--- src/rtl/ecal_pkg.sv ---
// Shared constants, types and month table for the epoch-to-calendar pipeline.
package ecal_pkg;

   localparam int unsigned NumStages = 9;
   localparam int unsigned ReqDataW  = 32;
   localparam int unsigned RspDataW  = 48;

   // days = (seconds >> 7) / 675, exact via ceil(2^35 / 675)
   localparam logic [25:0] DaysRecip    = 26'd50903317;
   localparam logic [9:0]  DayUnits     = 10'd675;
   // hour = (tod >> 4) / 225 via ceil(2^20 / 225)
   localparam logic [12:0] HourRecip    = 13'd4661;
   localparam logic [11:0] HourSecs     = 12'd3600;
   // minute = (rem >> 2) / 15 via ceil(2^16 / 15)
   localparam logic [12:0] MinRecip     = 13'd4370;
   localparam logic [11:0] MinSecs      = 12'd60;
   // weekday quotient via ceil(2^19 / 7)
   localparam logic [16:0] WeekRecip    = 17'd74899;
   localparam logic [15:0] WeekLen      = 16'd7;
   localparam logic [15:0] EpochWeekday = 16'd4;
   // year = y * 400 / 146097 via ceil(400 * 2^40 / 146097)
   localparam logic [31:0] YearRecip    = 32'd3010360590;
   localparam logic [19:0] MarchOffset  = 20'd719468;
   localparam logic [19:0] YearBias     = 20'd2;
   localparam logic [19:0] YearDays     = 20'd365;
   // century = year / 100 via ceil(2^17 / 100)
   localparam logic [10:0] CentRecip    = 11'd1311;
   localparam logic [11:0] CentYears    = 12'd100;
   // month = (yday + 31) * 5 / 153 via ceil(2^18 / 153)
   localparam logic [10:0] MonRecip     = 11'd1714;
   localparam logic [10:0] MonBias      = 11'd31;
   localparam logic [10:0] MonScale     = 11'd5;
   localparam logic [8:0]  JanStart     = 9'd306;
   localparam logic [3:0]  JanShift     = 4'd10;
   localparam logic [3:0]  MarShift     = 4'd2;

   typedef struct packed {
      logic [4:0] hour;
      logic [5:0] minute;
      logic [5:0] second;
   } hms_type;

   typedef struct packed {
      logic [2:0]  weekday;
      logic [11:0] year;
      logic [3:0]  month;
      logic [4:0]  day_of_month;
   } date_type;

   // 367 * mon / 12 - 30 for the March-based month index
   function automatic logic [8:0] month_base(input logic [3:0] mon);
      logic [8:0] base;
      unique case (mon)
         4'd1:    base = 9'd0;
         4'd2:    base = 9'd31;
         4'd3:    base = 9'd61;
         4'd4:    base = 9'd92;
         4'd5:    base = 9'd122;
         4'd6:    base = 9'd153;
         4'd7:    base = 9'd184;
         4'd8:    base = 9'd214;
         4'd9:    base = 9'd245;
         4'd10:   base = 9'd275;
         4'd11:   base = 9'd306;
         4'd12:   base = 9'd337;
         default: base = 9'd0;
      endcase
      return base;
   endfunction

endpackage

--- src/rtl/epoch_seconds_to_calendar.sv ---
// Top level: seconds since 1970-01-01 UTC to broken-down calendar date and time.
// Pipeline: nine register stages, from ecal_days through ecal_tod and ecal_date.
// Throughput: one transaction per cycle while the output is not stalled;
// each stage holds only while the stage after it is full.
// Reset clears the stage valid bits only; no other state is kept.
module epoch_seconds_to_calendar (
   input  logic                            clock,
   input  logic                            reset,
   input  logic                            req_tvalid,
   output logic                            req_tready,
   input  logic [ecal_pkg::ReqDataW-1:0]   req_tdata,  // [31:0] epoch_seconds
   output logic                            rsp_tvalid,
   input  logic                            rsp_tready,
   // [5:0] second, [11:6] minute, [16:12] hour, [21:17] day_of_month,
   // [25:22] month, [37:26] year, [40:38] weekday, [47:41] zero
   output logic [ecal_pkg::RspDataW-1:0]   rsp_tdata
);

   logic [ecal_pkg::NumStages-1:0] v_ff, v_in;
   logic [ecal_pkg::NumStages-1:0] adv;
   logic [15:0]        days;
   logic [16:0]        tod;
   ecal_pkg::hms_type  hms;
   ecal_pkg::date_type date;

   always_comb begin
      adv[ecal_pkg::NumStages-1] = !v_ff[ecal_pkg::NumStages-1] || rsp_tready;
      for (int i = ecal_pkg::NumStages - 2; i >= 0; i--) begin
         adv[i] = !v_ff[i] || adv[i+1];
      end
   end

   assign v_in = {v_ff[ecal_pkg::NumStages-2:0], req_tvalid};

   always_ff @(posedge clock) begin
      if (reset) begin
         v_ff <= '0;
      end else begin
         for (int i = 0; i < ecal_pkg::NumStages; i++) begin
            if (adv[i]) v_ff[i] <= v_in[i];
         end
      end
   end

   ecal_days u_days (
      .clock         (clock),
      .adv           (adv[1:0]),
      .epoch_seconds (req_tdata),
      .days          (days),
      .tod           (tod)
   );

   ecal_tod u_tod (
      .clock (clock),
      .adv   (adv[8:2]),
      .tod   (tod),
      .hms   (hms)
   );

   ecal_date u_date (
      .clock (clock),
      .adv   (adv[8:2]),
      .days  (days),
      .date  (date)
   );

   assign req_tready = adv[0];
   assign rsp_tvalid = v_ff[ecal_pkg::NumStages-1];
   assign rsp_tdata  = {7'b0, date.weekday, date.year, date.month, date.day_of_month,
                        hms.hour, hms.minute, hms.second};

`ifndef ASSERT_OFF
   a_ready_when_drained: assert property (@(posedge clock) disable iff (reset)
      !rsp_tvalid |-> req_tready)
      else $error("input stalled with an empty output stage");

   a_time_range: assert property (@(posedge clock) disable iff (reset)
      rsp_tvalid |-> (hms.hour <= 5'd23 && hms.minute <= 6'd59 && hms.second <= 6'd59))
      else $error("time of day out of range");

   a_date_range: assert property (@(posedge clock) disable iff (reset)
      rsp_tvalid |-> (date.month >= 4'd1 && date.month <= 4'd12 &&
                      date.day_of_month >= 5'd1 && date.weekday <= 3'd6))
      else $error("date field out of range");
`endif

endmodule

--- src/rtl/ecal_days.sv ---
// Front stages: split seconds into whole days and seconds of the day.
module ecal_days (
   input  logic        clock,
   input  logic [1:0]  adv,
   input  logic [31:0] epoch_seconds,
   output logic [15:0] days,
   output logic [16:0] tod
);

   logic [24:0] q_ff;
   logic [6:0]  lo_ff;
   logic [50:0] dprod_in, dprod_ff;
   logic [15:0] days_in, days_ff;
   logic [25:0] dmul;
   logic [25:0] qdiff;
   logic [16:0] tod_in, tod_ff;

   assign dprod_in = {26'b0, epoch_seconds[31:7]} * {25'b0, ecal_pkg::DaysRecip};

   always_ff @(posedge clock) begin
      if (adv[0]) begin
         q_ff     <= epoch_seconds[31:7];
         lo_ff    <= epoch_seconds[6:0];
         dprod_ff <= dprod_in;
      end
   end

   assign days_in = dprod_ff[50:35];
   assign dmul    = {10'b0, days_in} * {16'b0, ecal_pkg::DayUnits};
   assign qdiff   = {1'b0, q_ff} - dmul;
   assign tod_in  = {qdiff[9:0], lo_ff};

   always_ff @(posedge clock) begin
      if (adv[1]) begin
         days_ff <= days_in;
         tod_ff  <= tod_in;
      end
   end

   assign days = days_ff;
   assign tod  = tod_ff;

endmodule

--- src/rtl/ecal_tod.sv ---
// Time-of-day stages: hour, minute and second from seconds of the day.
module ecal_tod (
   input  logic              clock,
   input  logic [8:2]        adv,
   input  logic [16:0]       tod,
   output ecal_pkg::hms_type hms
);

   logic [16:0] tod2_ff;
   logic [25:0] hprod_in, hprod_ff;
   logic [4:0]  hour_in, hour3_ff, hour4_ff;
   logic [16:0] hsec;
   logic [16:0] hdiff;
   logic [11:0] rem_in, rem3_ff, rem4_ff;
   logic [22:0] mprod_in, mprod_ff;
   logic [5:0]  min_in;
   logic [11:0] msec;
   logic [11:0] mdiff;
   ecal_pkg::hms_type hms_in, hms5_ff, hms6_ff, hms7_ff, hms8_ff;

   assign hprod_in = {13'b0, tod[16:4]} * {13'b0, ecal_pkg::HourRecip};

   always_ff @(posedge clock) begin
      if (adv[2]) begin
         tod2_ff  <= tod;
         hprod_ff <= hprod_in;
      end
   end

   assign hour_in = hprod_ff[24:20];
   assign hsec    = {12'b0, hour_in} * {5'b0, ecal_pkg::HourSecs};
   assign hdiff   = tod2_ff - hsec;
   assign rem_in  = hdiff[11:0];

   always_ff @(posedge clock) begin
      if (adv[3]) begin
         hour3_ff <= hour_in;
         rem3_ff  <= rem_in;
      end
   end

   assign mprod_in = {13'b0, rem3_ff[11:2]} * {10'b0, ecal_pkg::MinRecip};

   always_ff @(posedge clock) begin
      if (adv[4]) begin
         hour4_ff <= hour3_ff;
         rem4_ff  <= rem3_ff;
         mprod_ff <= mprod_in;
      end
   end

   assign min_in = mprod_ff[21:16];
   assign msec   = {6'b0, min_in} * ecal_pkg::MinSecs;
   assign mdiff  = rem4_ff - msec;

   always_comb begin
      hms_in.hour   = hour4_ff;
      hms_in.minute = min_in;
      hms_in.second = mdiff[5:0];
   end

   always_ff @(posedge clock) begin
      if (adv[5]) hms5_ff <= hms_in;
      if (adv[6]) hms6_ff <= hms5_ff;
      if (adv[7]) hms7_ff <= hms6_ff;
      if (adv[8]) hms8_ff <= hms7_ff;
   end

   assign hms = hms8_ff;

endmodule

--- src/rtl/ecal_date.sv ---
// Date stages: year, month, day of month and weekday from the day count.
module ecal_date (
   input  logic               clock,
   input  logic [8:2]         adv,
   input  logic [15:0]        days,
   output ecal_pkg::date_type date
);

   logic [19:0] mdays_in, mdays2_ff, mdays3_ff;
   logic [19:0] ybias;
   logic [51:0] yprod_in, yprod_ff;
   logic [15:0] x_in, x2_ff;
   logic [32:0] wprod_in, wprod_ff;
   logic [11:0] year_in, year3_ff;
   logic [15:0] wmul;
   logic [15:0] wdiff;
   logic [2:0]  wday3_ff, wday4_ff, wday5_ff, wday6_ff, wday7_ff;
   logic [22:0] cprod_in, cprod_ff;
   logic [4:0]  cent;
   logic [19:0] y365;
   logic [19:0] base;
   logic [20:0] ydw;
   logic [11:0] c100;
   logic [11:0] ymod;
   logic        leap_in, leap4_ff;
   logic [10:0] yday4_ff;
   logic [11:0] year4_ff;
   logic [10:0] ysum;
   logic [8:0]  yc_in, yc5_ff, yc6_ff;
   logic [11:0] year5_in, year5_ff, year6_ff, year7_ff;
   logic [10:0] xm_in, xm5_ff;
   logic [21:0] mprod_in, mprod_ff;
   logic [3:0]  mon_in, mon7_ff;
   logic [8:0]  mday_wide;
   logic        jan_in, jan7_ff;
   logic [4:0]  mday7_ff;
   ecal_pkg::date_type date_in, date_ff;

   // S2: rebase to 1 March 1 BC, year and weekday products
   assign mdays_in = {4'b0, days} + ecal_pkg::MarchOffset;
   assign ybias    = mdays_in + ecal_pkg::YearBias;
   assign yprod_in = {32'b0, ybias} * {20'b0, ecal_pkg::YearRecip};
   assign x_in     = days + ecal_pkg::EpochWeekday;
   assign wprod_in = {17'b0, x_in} * {16'b0, ecal_pkg::WeekRecip};

   always_ff @(posedge clock) begin
      if (adv[2]) begin
         mdays2_ff <= mdays_in;
         yprod_ff  <= yprod_in;
         x2_ff     <= x_in;
         wprod_ff  <= wprod_in;
      end
   end

   // S3: year estimate, weekday, century product
   assign year_in  = yprod_ff[51:40];
   assign wmul     = {3'b0, wprod_ff[31:19]} * ecal_pkg::WeekLen;
   assign wdiff    = x2_ff - wmul;
   assign cprod_in = {11'b0, year_in} * {12'b0, ecal_pkg::CentRecip};

   always_ff @(posedge clock) begin
      if (adv[3]) begin
         mdays3_ff <= mdays2_ff;
         year3_ff  <= year_in;
         wday3_ff  <= wdiff[2:0];
         cprod_ff  <= cprod_in;
      end
   end

   // S4: day of year against the estimated year, leap flag
   assign cent  = cprod_ff[21:17];
   assign y365  = {8'b0, year3_ff} * ecal_pkg::YearDays;
   assign base  = y365 + {10'b0, year3_ff[11:2]} - {15'b0, cent} + {17'b0, cent[4:2]};
   assign ydw   = {1'b0, mdays3_ff} - {1'b0, base};
   assign c100  = {7'b0, cent} * ecal_pkg::CentYears;
   assign ymod  = year3_ff - c100;
   assign leap_in = (year3_ff[1:0] == 2'b00) && ((ymod[6:0] != 7'd0) || (cent[1:0] == 2'b00));

   always_ff @(posedge clock) begin
      if (adv[4]) begin
         yday4_ff <= ydw[10:0];
         year4_ff <= year3_ff;
         leap4_ff <= leap_in;
         wday4_ff <= wday3_ff;
      end
   end

   // S5: fix an overshooting year estimate
   assign ysum = yday4_ff + 11'd365 + {10'b0, leap4_ff};

   always_comb begin
      if (yday4_ff[10]) begin
         yc_in     = ysum[8:0];
         year5_in  = year4_ff - 12'd1;
      end else begin
         yc_in     = yday4_ff[8:0];
         year5_in  = year4_ff;
      end
   end

   assign xm_in = ({2'b0, yc_in} + ecal_pkg::MonBias) * ecal_pkg::MonScale;

   always_ff @(posedge clock) begin
      if (adv[5]) begin
         yc5_ff   <= yc_in;
         year5_ff <= year5_in;
         xm5_ff   <= xm_in;
         wday5_ff <= wday4_ff;
      end
   end

   // S6: month product
   assign mprod_in = {11'b0, xm5_ff} * {11'b0, ecal_pkg::MonRecip};

   always_ff @(posedge clock) begin
      if (adv[6]) begin
         yc6_ff   <= yc5_ff;
         year6_ff <= year5_ff;
         mprod_ff <= mprod_in;
         wday6_ff <= wday5_ff;
      end
   end

   // S7: March-based month and day of month
   assign mon_in    = mprod_ff[21:18];
   assign mday_wide = yc6_ff - ecal_pkg::month_base(mon_in) + 9'd1;
   assign jan_in    = (yc6_ff >= ecal_pkg::JanStart);

   always_ff @(posedge clock) begin
      if (adv[7]) begin
         mon7_ff  <= mon_in;
         mday7_ff <= mday_wide[4:0];
         jan7_ff  <= jan_in;
         year7_ff <= year6_ff;
         wday7_ff <= wday6_ff;
      end
   end

   // S8: January and February belong to the next year
   always_comb begin
      date_in.weekday      = wday7_ff;
      date_in.day_of_month = mday7_ff;
      if (jan7_ff) begin
         date_in.year  = year7_ff + 12'd1;
         date_in.month = mon7_ff - ecal_pkg::JanShift;
      end else begin
         date_in.year  = year7_ff;
         date_in.month = mon7_ff + ecal_pkg::MarShift;
      end
   end

   always_ff @(posedge clock) begin
      if (adv[8]) date_ff <= date_in;
   end

   assign date = date_ff;

endmodule
--- config.mk ---
export PLATFORM = sky130hd
export DESIGN_NAME = epoch_seconds_to_calendar
export DESIGN_NICKNAME = d
export VERILOG_FILES = /design/src/rtl/ecal_pkg.sv /design/src/rtl/epoch_seconds_to_calendar.sv /design/src/rtl/ecal_days.sv /design/src/rtl/ecal_tod.sv /design/src/rtl/ecal_date.sv
export SDC_FILE = /design/constraint.sdc
export NUM_CORES = 2
export LEC_CHECK = 0
export BUFFER_PORTS_ARGS = -buffer_cell sky130_fd_sc_hd__buf_2
export CAP_MARGIN = 20
export CORE_ASPECT_RATIO = 0.75
export CORE_MARGIN = 5
export CORE_UTILIZATION = 40
export DETAILED_ROUTE_END_ITERATION = 7
export SETUP_SLACK_MARGIN = 0.02
export SYNTH_ARGS = -nofsm -noshare
export SYNTH_HDL_FRONTEND = slang
export SYNTH_SLANG_ARGS = --single-unit
--- constraint.sdc ---
create_clock -name clock -period 16 [get_ports clock]
set_input_delay 3.2 -clock clock [delete_from_list [all_inputs] [get_ports clock]]
set_output_delay 3.2 -clock clock [all_outputs]
set_load 0.01 [all_outputs]
# Word level (Yosys, flattened, before mapping)
# Memory sizes are Yosys's and may differ from the RTL's. A register that Yosys moved wholly into a read port is not among the register bits.
# Index checks and enable logic that the tools add are counted.
# op_classes
addsub,21
multipliers,14
magnitude_cmp,1
muxes,4
reduce_logical,23
# op_table
cell,n
$mul 20x31->51 const B,1
$mul 25x26->51 const B,1
$mul 16x17->32 const B,1
$mul 13x13->25 const B,1
$mul 12x11->22 const B,1
$mul 10x12->21 const B,1
$mul 11x10->21 const B,1
$add 16x20->20 const B,1
$add 20x2->20 const B,1
$add 16x3->16 const B,1
$mul 16x10->10 const B,1
$mux 16,1
$mul 13x3->3 const B,1
$add 12x1->12 const B,1
$mul 12x9->11 const B,1
$mux 12,1
$sub 12x1->12 const B,1
$sub 12x12->12,1
$add 11x10->11,1
$add 11x3->11,1
$mul 11x3->11 const B,1
$sub 11x11->11,1
$sub 11x5->11,1
$add 9x5->10 const B,1
other kinds (21),39
# totals
ff_bits,565
rom_bits,144
inputBits,36
wordCells,126
memories,1
# mem_list
name,words,width,rd,rd_clocked_by_memory_dff,write_ports,line,rtl
(name not given),16,9,1,1,0,ecal_pkg.sv:53,unique case (mon)

# Depth between registers and ports, before layout
# depth
ltp_word,10
mapped_depth,34

# Modules after synthesis
# From an unflattened synthesis, not the netlist that was laid out.
# hier_totals
hier_cells,4283
area_unflattened_um2,48705.5
# by_module_without_submodules
module,n_inst,cells_each,area_each_um2,seq_area_each_um2
ecal_date,1,2490,27920.5,5955.7
ecal_days,1,1200,12848.6,1981.9
ecal_tod,1,542,7493.4,3573.4
epoch_seconds_to_calendar,1,51,442.9,180.2

# Least setup slack after synthesis
# Ideal clock, no wire load.
# synth_path
kind,input -> output
start,input rsp_tready
end,output req_tready
arrival_time_ns,6.624
required_ns,12.800
slack_ns,6.176
cell_stages,6
path_buffers,1
path_cell_list,nor2b_1 and3_1 clkbuf_1 nand3_1 nor2_1 nand4_1
# synth_via
elab_chain_cells,9
# synth_lines
element,line,rtl
from (decl),epoch_seconds_to_calendar.sv:13,"input logic rsp_tready,"
$logic_or 1x1->1,epoch_seconds_to_calendar.sv:27,adv[ecal_pkg::NumStages-1] = !v_ff[ecal_pkg::NumStages-1] || rsp_tready;
$logic_or 1x1->1 (4 in a row),epoch_seconds_to_calendar.sv:29,adv[i] = !v_ff[i] || adv[i+1];
"via adv, one bit",epoch_seconds_to_calendar.sv:20,logic [ecal_pkg::NumStages-1:0] adv;
$logic_or 1x1->1 (4 in a row),epoch_seconds_to_calendar.sv:29,
to (decl),epoch_seconds_to_calendar.sv:10,"output logic req_tready,"
# The timed path passes the listed nets, and every way through them passes these cells.

# Final worst setup path
# layout_path
start,"register u_days.days_ff[2], in the netlist u_days.days[2]"
end,"register u_date.yprod_ff[51], data pin"
# layout_via
elab_chain_cells,3
# layout_lines
element,line,rtl
from (decl),ecal_days.sv:13,"logic [15:0] days_in, days_ff;"
from (signal assigned),ecal_days.sv:35,days_ff <= days_in;
$add 16x20->20,ecal_date.sv:40,"assign mdays_in = {4'b0, days} + ecal_pkg::MarchOffset;"
via u_date.mdays_in[2],ecal_date.sv:9,"logic [19:0] mdays_in, mdays2_ff, mdays3_ff;"
$add 20x2->20,ecal_date.sv:41,assign ybias = mdays_in + ecal_pkg::YearBias;
$mul 20x31->51,ecal_date.sv:42,"assign yprod_in = {32'b0, ybias} * {20'b0, ecal_pkg::YearRecip};"
via u_date.yprod_in[51],ecal_date.sv:11,"logic [51:0] yprod_in, yprod_ff;"
to (signal assigned),ecal_date.sv:49,yprod_ff <= yprod_in;
to (decl),ecal_date.sv:11,
# The timed path passes the listed nets, and every way through them passes these cells.
# A chain may end at the register's enable or synchronous reset.

==> metrics <==
Area growth syn-to-layout=8.68%; Max Clock Skew=0.0341 ns; CTS tree=yes; Vias/cell=4.71; H-tree depth=2; RR Endpoint=u_date.yprod_ff[51]; setup repair bufs after CTS=0; synth unique cells=76; synthesized cell area=between 40000 and 50000 sq um; ANT nets after route=0; CP required=between 15 and 20 ns; RSZ-0062 raised after global routing=false; vias in the first global route=29400; RR Startpoint=u_days.days[2]; Main synth FF type=edfxtp_1; final hold vios=0; initial antenna violation count=0; most used cell along the critical path=fa_1; Core ar.=118000 sq um; clock sinks=394; PostCTS Resize Cnt=0; worst hold path depth=0; Placer Congestion=0.943; Clock Latency Late Sink=roughly 0.60 ns; FF-to-FF setup slack=6.08 ns; die area=126000 sq um; Setup CP Type=flop to flop; Syn Inst Count=4125; crit path max-delay cell type=or4_1; Via Count=27600; first-pass GRT wire length=163 mm; Max-Cap Viols=0; CTS Buf Count=44; FF-to-FF path depth=29; post-layout min period=9.92 ns; Post-synth ARST share=0%; Antenna diodes=0; drt first-iter violations=1510; Yosys reg bits=394; Synth warnings=0; Hold Crit Class=flop to flop; crit-path max cell delay=just under 0.6 ns; headroom to the max-slew limit=between 30% and 40%; Post-synth EDFFs=380; # IOs=86; Slew Viols, Final=0; GRT Residual Overflow=0; DRC errors left=0; Core Rows=109; slew of the pin with the lowest slew margin=0.987 ns; Final nets=5961; final WL=98.8 mm; WL/cell=16.8 um; f_max=101 MHz; DP Cell Count=5787; CTS Buffer Depth=3; Chip Height=308 um; DP HPWL=85.5 mm; die width=408 um; hold_sp=u_tod.hms7_ff[4]; Tcrit/Tclk final=62.0%; Worst setup EP type=flop; register area share after synthesis=24.6%; Critical Path AT=a little over 10 ns; post-route setup TNS=0 ns; CP Launch Type=flop; layout cells sized above 1=roughly 4.7%; outcome=completed; hold_buf cts=0; Initial Util=roughly 40%; Reg clk slew, reported paths=0.06 ns; GRT Util Overall=16.2%; Syn Area/Cell=between 10 and 15 sq um; clk root buf=clkbuf_16; DR pass1 iterations=5; Worst Path Max Fanout=8; WHS Endpoint=u_tod.hms[4]; fin cells=5871; PortBufs=78; endpoints failing setup=0; largest net degree at the start of global routing=53
## sequential cells by signal, indices dropped and copies added (netlist names), 12 cells and up, named ones only
register,flops
u_date.year4_ff,12
u_tod.hms7_ff,17
u_date.year7_ff,12
u_date.date,24
u_date.yprod_ff,12
u_days.dprod_ff,18
u_days.tod,17
u_tod.hms5_ff,17
u_tod.rem3_ff,12
u_tod.hms,17
u_days.days,16
u_tod.hms6_ff,17
u_date.year6_ff,12
u_date.year5_ff,12
## per-layer routing
layer | part of all wire (%) | track usage, % | vias up
met5 | 0 | 0 | -
met4 | 1.1 | 1.93 | 0
met2 | 42 | 24.4 | 482
met1 | 51 | 24.5 | 13400
li1 | - | - | 13600
met3 | 6.4 | 3.76 | 81
## synthesized netlist by cell type, types with 4 or more instances
cell | number | share of area [%]
nand3b_1 | 4 | 0.063
o31a_1 | 6 | 0.11
nor4_1 | 4 | 0.053
o21bai_1 | 22 | 0.35
or3_1 | 9 | 0.12
ha_1 | 1029 | 27
mux2_2 | 5 | 0.12
nor2b_1 | 16 | 0.21
or4_1 | 4 | 0.063
or2_2 | 10 | 0.13
o211ai_1 | 5 | 0.079
and2_1 | 6 | 0.079
o31ai_1 | 6 | 0.095
a211oi_1 | 10 | 0.16
nor3_1 | 23 | 0.24
a31oi_1 | 6 | 0.079
nand3_1 | 34 | 0.36
and4_1 | 7 | 0.13
a21o_1 | 88 | 1.4
buf_4 | 7 | 0.11
nand4b_1 | 5 | 0.092
nor2_1 | 64 | 0.51
clkbuf_1 | 14 | 0.11
mux2i_1 | 10 | 0.21
fa_1 | 615 | 26
a21boi_0 | 4 | 0.063
nand2b_1 | 9 | 0.12
nand4_1 | 25 | 0.33
xor2_1 | 71 | 1.3
o21a_1 | 13 | 0.21
o21ai_0 | 51 | 0.54
a21oi_1 | 110 | 1.2
and3_1 | 14 | 0.18
dfxtp_1 | 14 | 0.59
inv_1 | 1126 | 8.9
a2111oi_0 | 6 | 0.11
xnor2_1 | 157 | 2.9
edfxtp_1 | 380 | 24
nand2_1 | 76 | 0.60
## worst max-delay path, delay by kind of cell (launching register included)
kind / cells / cell delay [ns]
XOR/XNOR: 2 / 0.56
AND/OR/NAND/NOR: 8 / 2.06
buffers and inverters: 3 / 0.49
AO/OA/AOI/OAI: 6 / 1.62
adder cells (fa/ha/maj): 10 / 4.39
flip-flops: 1 / 0.51
## kinds of logic (layout without fill, tap and decap cells)
| family | count (synthesis) | count (layout) | synth area share (%) |
|---|---|---|---|
| simple gates | 324 | 324 | 3.53 |
| buf+inv | 1150 | 1303 | 9.14 |
| flops | 394 | 394 | 24.6 |
| other cells | 2 | 41 | 0.0158 |
| xor+xnor | 228 | 228 | 4.20 |
| fa+ha+maj | 1644 | 1644 | 53.0 |
| compound gates | 368 | 368 | 5.18 |
| mux | 15 | 15 | 0.329 |
## cell type report
cell class,instances,area [sq um]
clock buffers,51,1130
clock inverters,31,468
fillers,11000,66300
inverters,1127,4230
multi-input cells,2620,31600
flip-flops and latches,394,11700
well taps,1554,1940
repair buffers,94,536
## cell usage in the layout, fill, tap and decap left out, types with 7 or more instances in the layout
| cell | netlist | layout |
|---|---|---|
| inv_1 | 1126 | 1124 |
| ha_1 | 1029 | 1029 |
| fa_1 | 615 | 615 |
| edfxtp_1 | 380 | 380 |
| xnor2_1 | 157 | 157 |
| a21oi_1 | 110 | 110 |
| a21o_1 | 88 | 88 |
| buf_2 | 0 | 78 |
| nand2_1 | 76 | 73 |
| xor2_1 | 71 | 71 |
| nor2_1 | 64 | 64 |
| o21ai_0 | 51 | 51 |
| clkbuf_16 | 0 | 44 |
| conb_1 | 2 | 41 |
| nand3_1 | 34 | 32 |
| nand4_1 | 25 | 25 |
| nor3_1 | 23 | 23 |
| o21bai_1 | 22 | 22 |
| nor2b_1 | 16 | 16 |
| and3_1 | 14 | 14 |
| dfxtp_1 | 14 | 14 |
| buf_4 | 7 | 14 |
| o21a_1 | 13 | 13 |
| mux2i_1 | 10 | 10 |
| or2_2 | 10 | 10 |
| a211oi_1 | 10 | 10 |
| bufinv_16 | 0 | 10 |
| nand2b_1 | 9 | 9 |
| or3_1 | 9 | 9 |
| clkinv_2 | 0 | 8 |
| and4_1 | 7 | 7 |
| clkbuf_1 | 14 | 7 |
## worst max-delay path by stage
stage,startpoint,to,slack (ns),cells after the start
after floorplan,rsp_tready,req_tready,6.18,6
after global placement,req_tdata[28],u_days.dprod_ff[50],6.30,22
after detailed placement,u_days.days[2],u_date.yprod_ff[51],6.20,29
after CTS,u_days.days[2],u_date.yprod_ff[51],6.16,29
after global routing,u_days.days[2],u_date.yprod_ff[51],5.65,29
final,u_days.days[2],u_date.yprod_ff[51],6.08,29
## per-stage QoR
stage                     area (sq um)  hold slack [ns]  util [%]  setup WS [ns]
after global placement           50000            0.401      42.4           6.30
after detailed placement         50000            0.405      42.4           6.20
after CTS                        51600            0.407      43.7           6.16
after global routing             51600            0.417      43.8           5.65
after floorplan                  47700            0.400         -           6.18
final                            51600            0.410      43.8           6.08
Power is left out: the tool's default activity adds up to more than one toggle a clock period on the data nets, which glitch-free logic cannot reach.
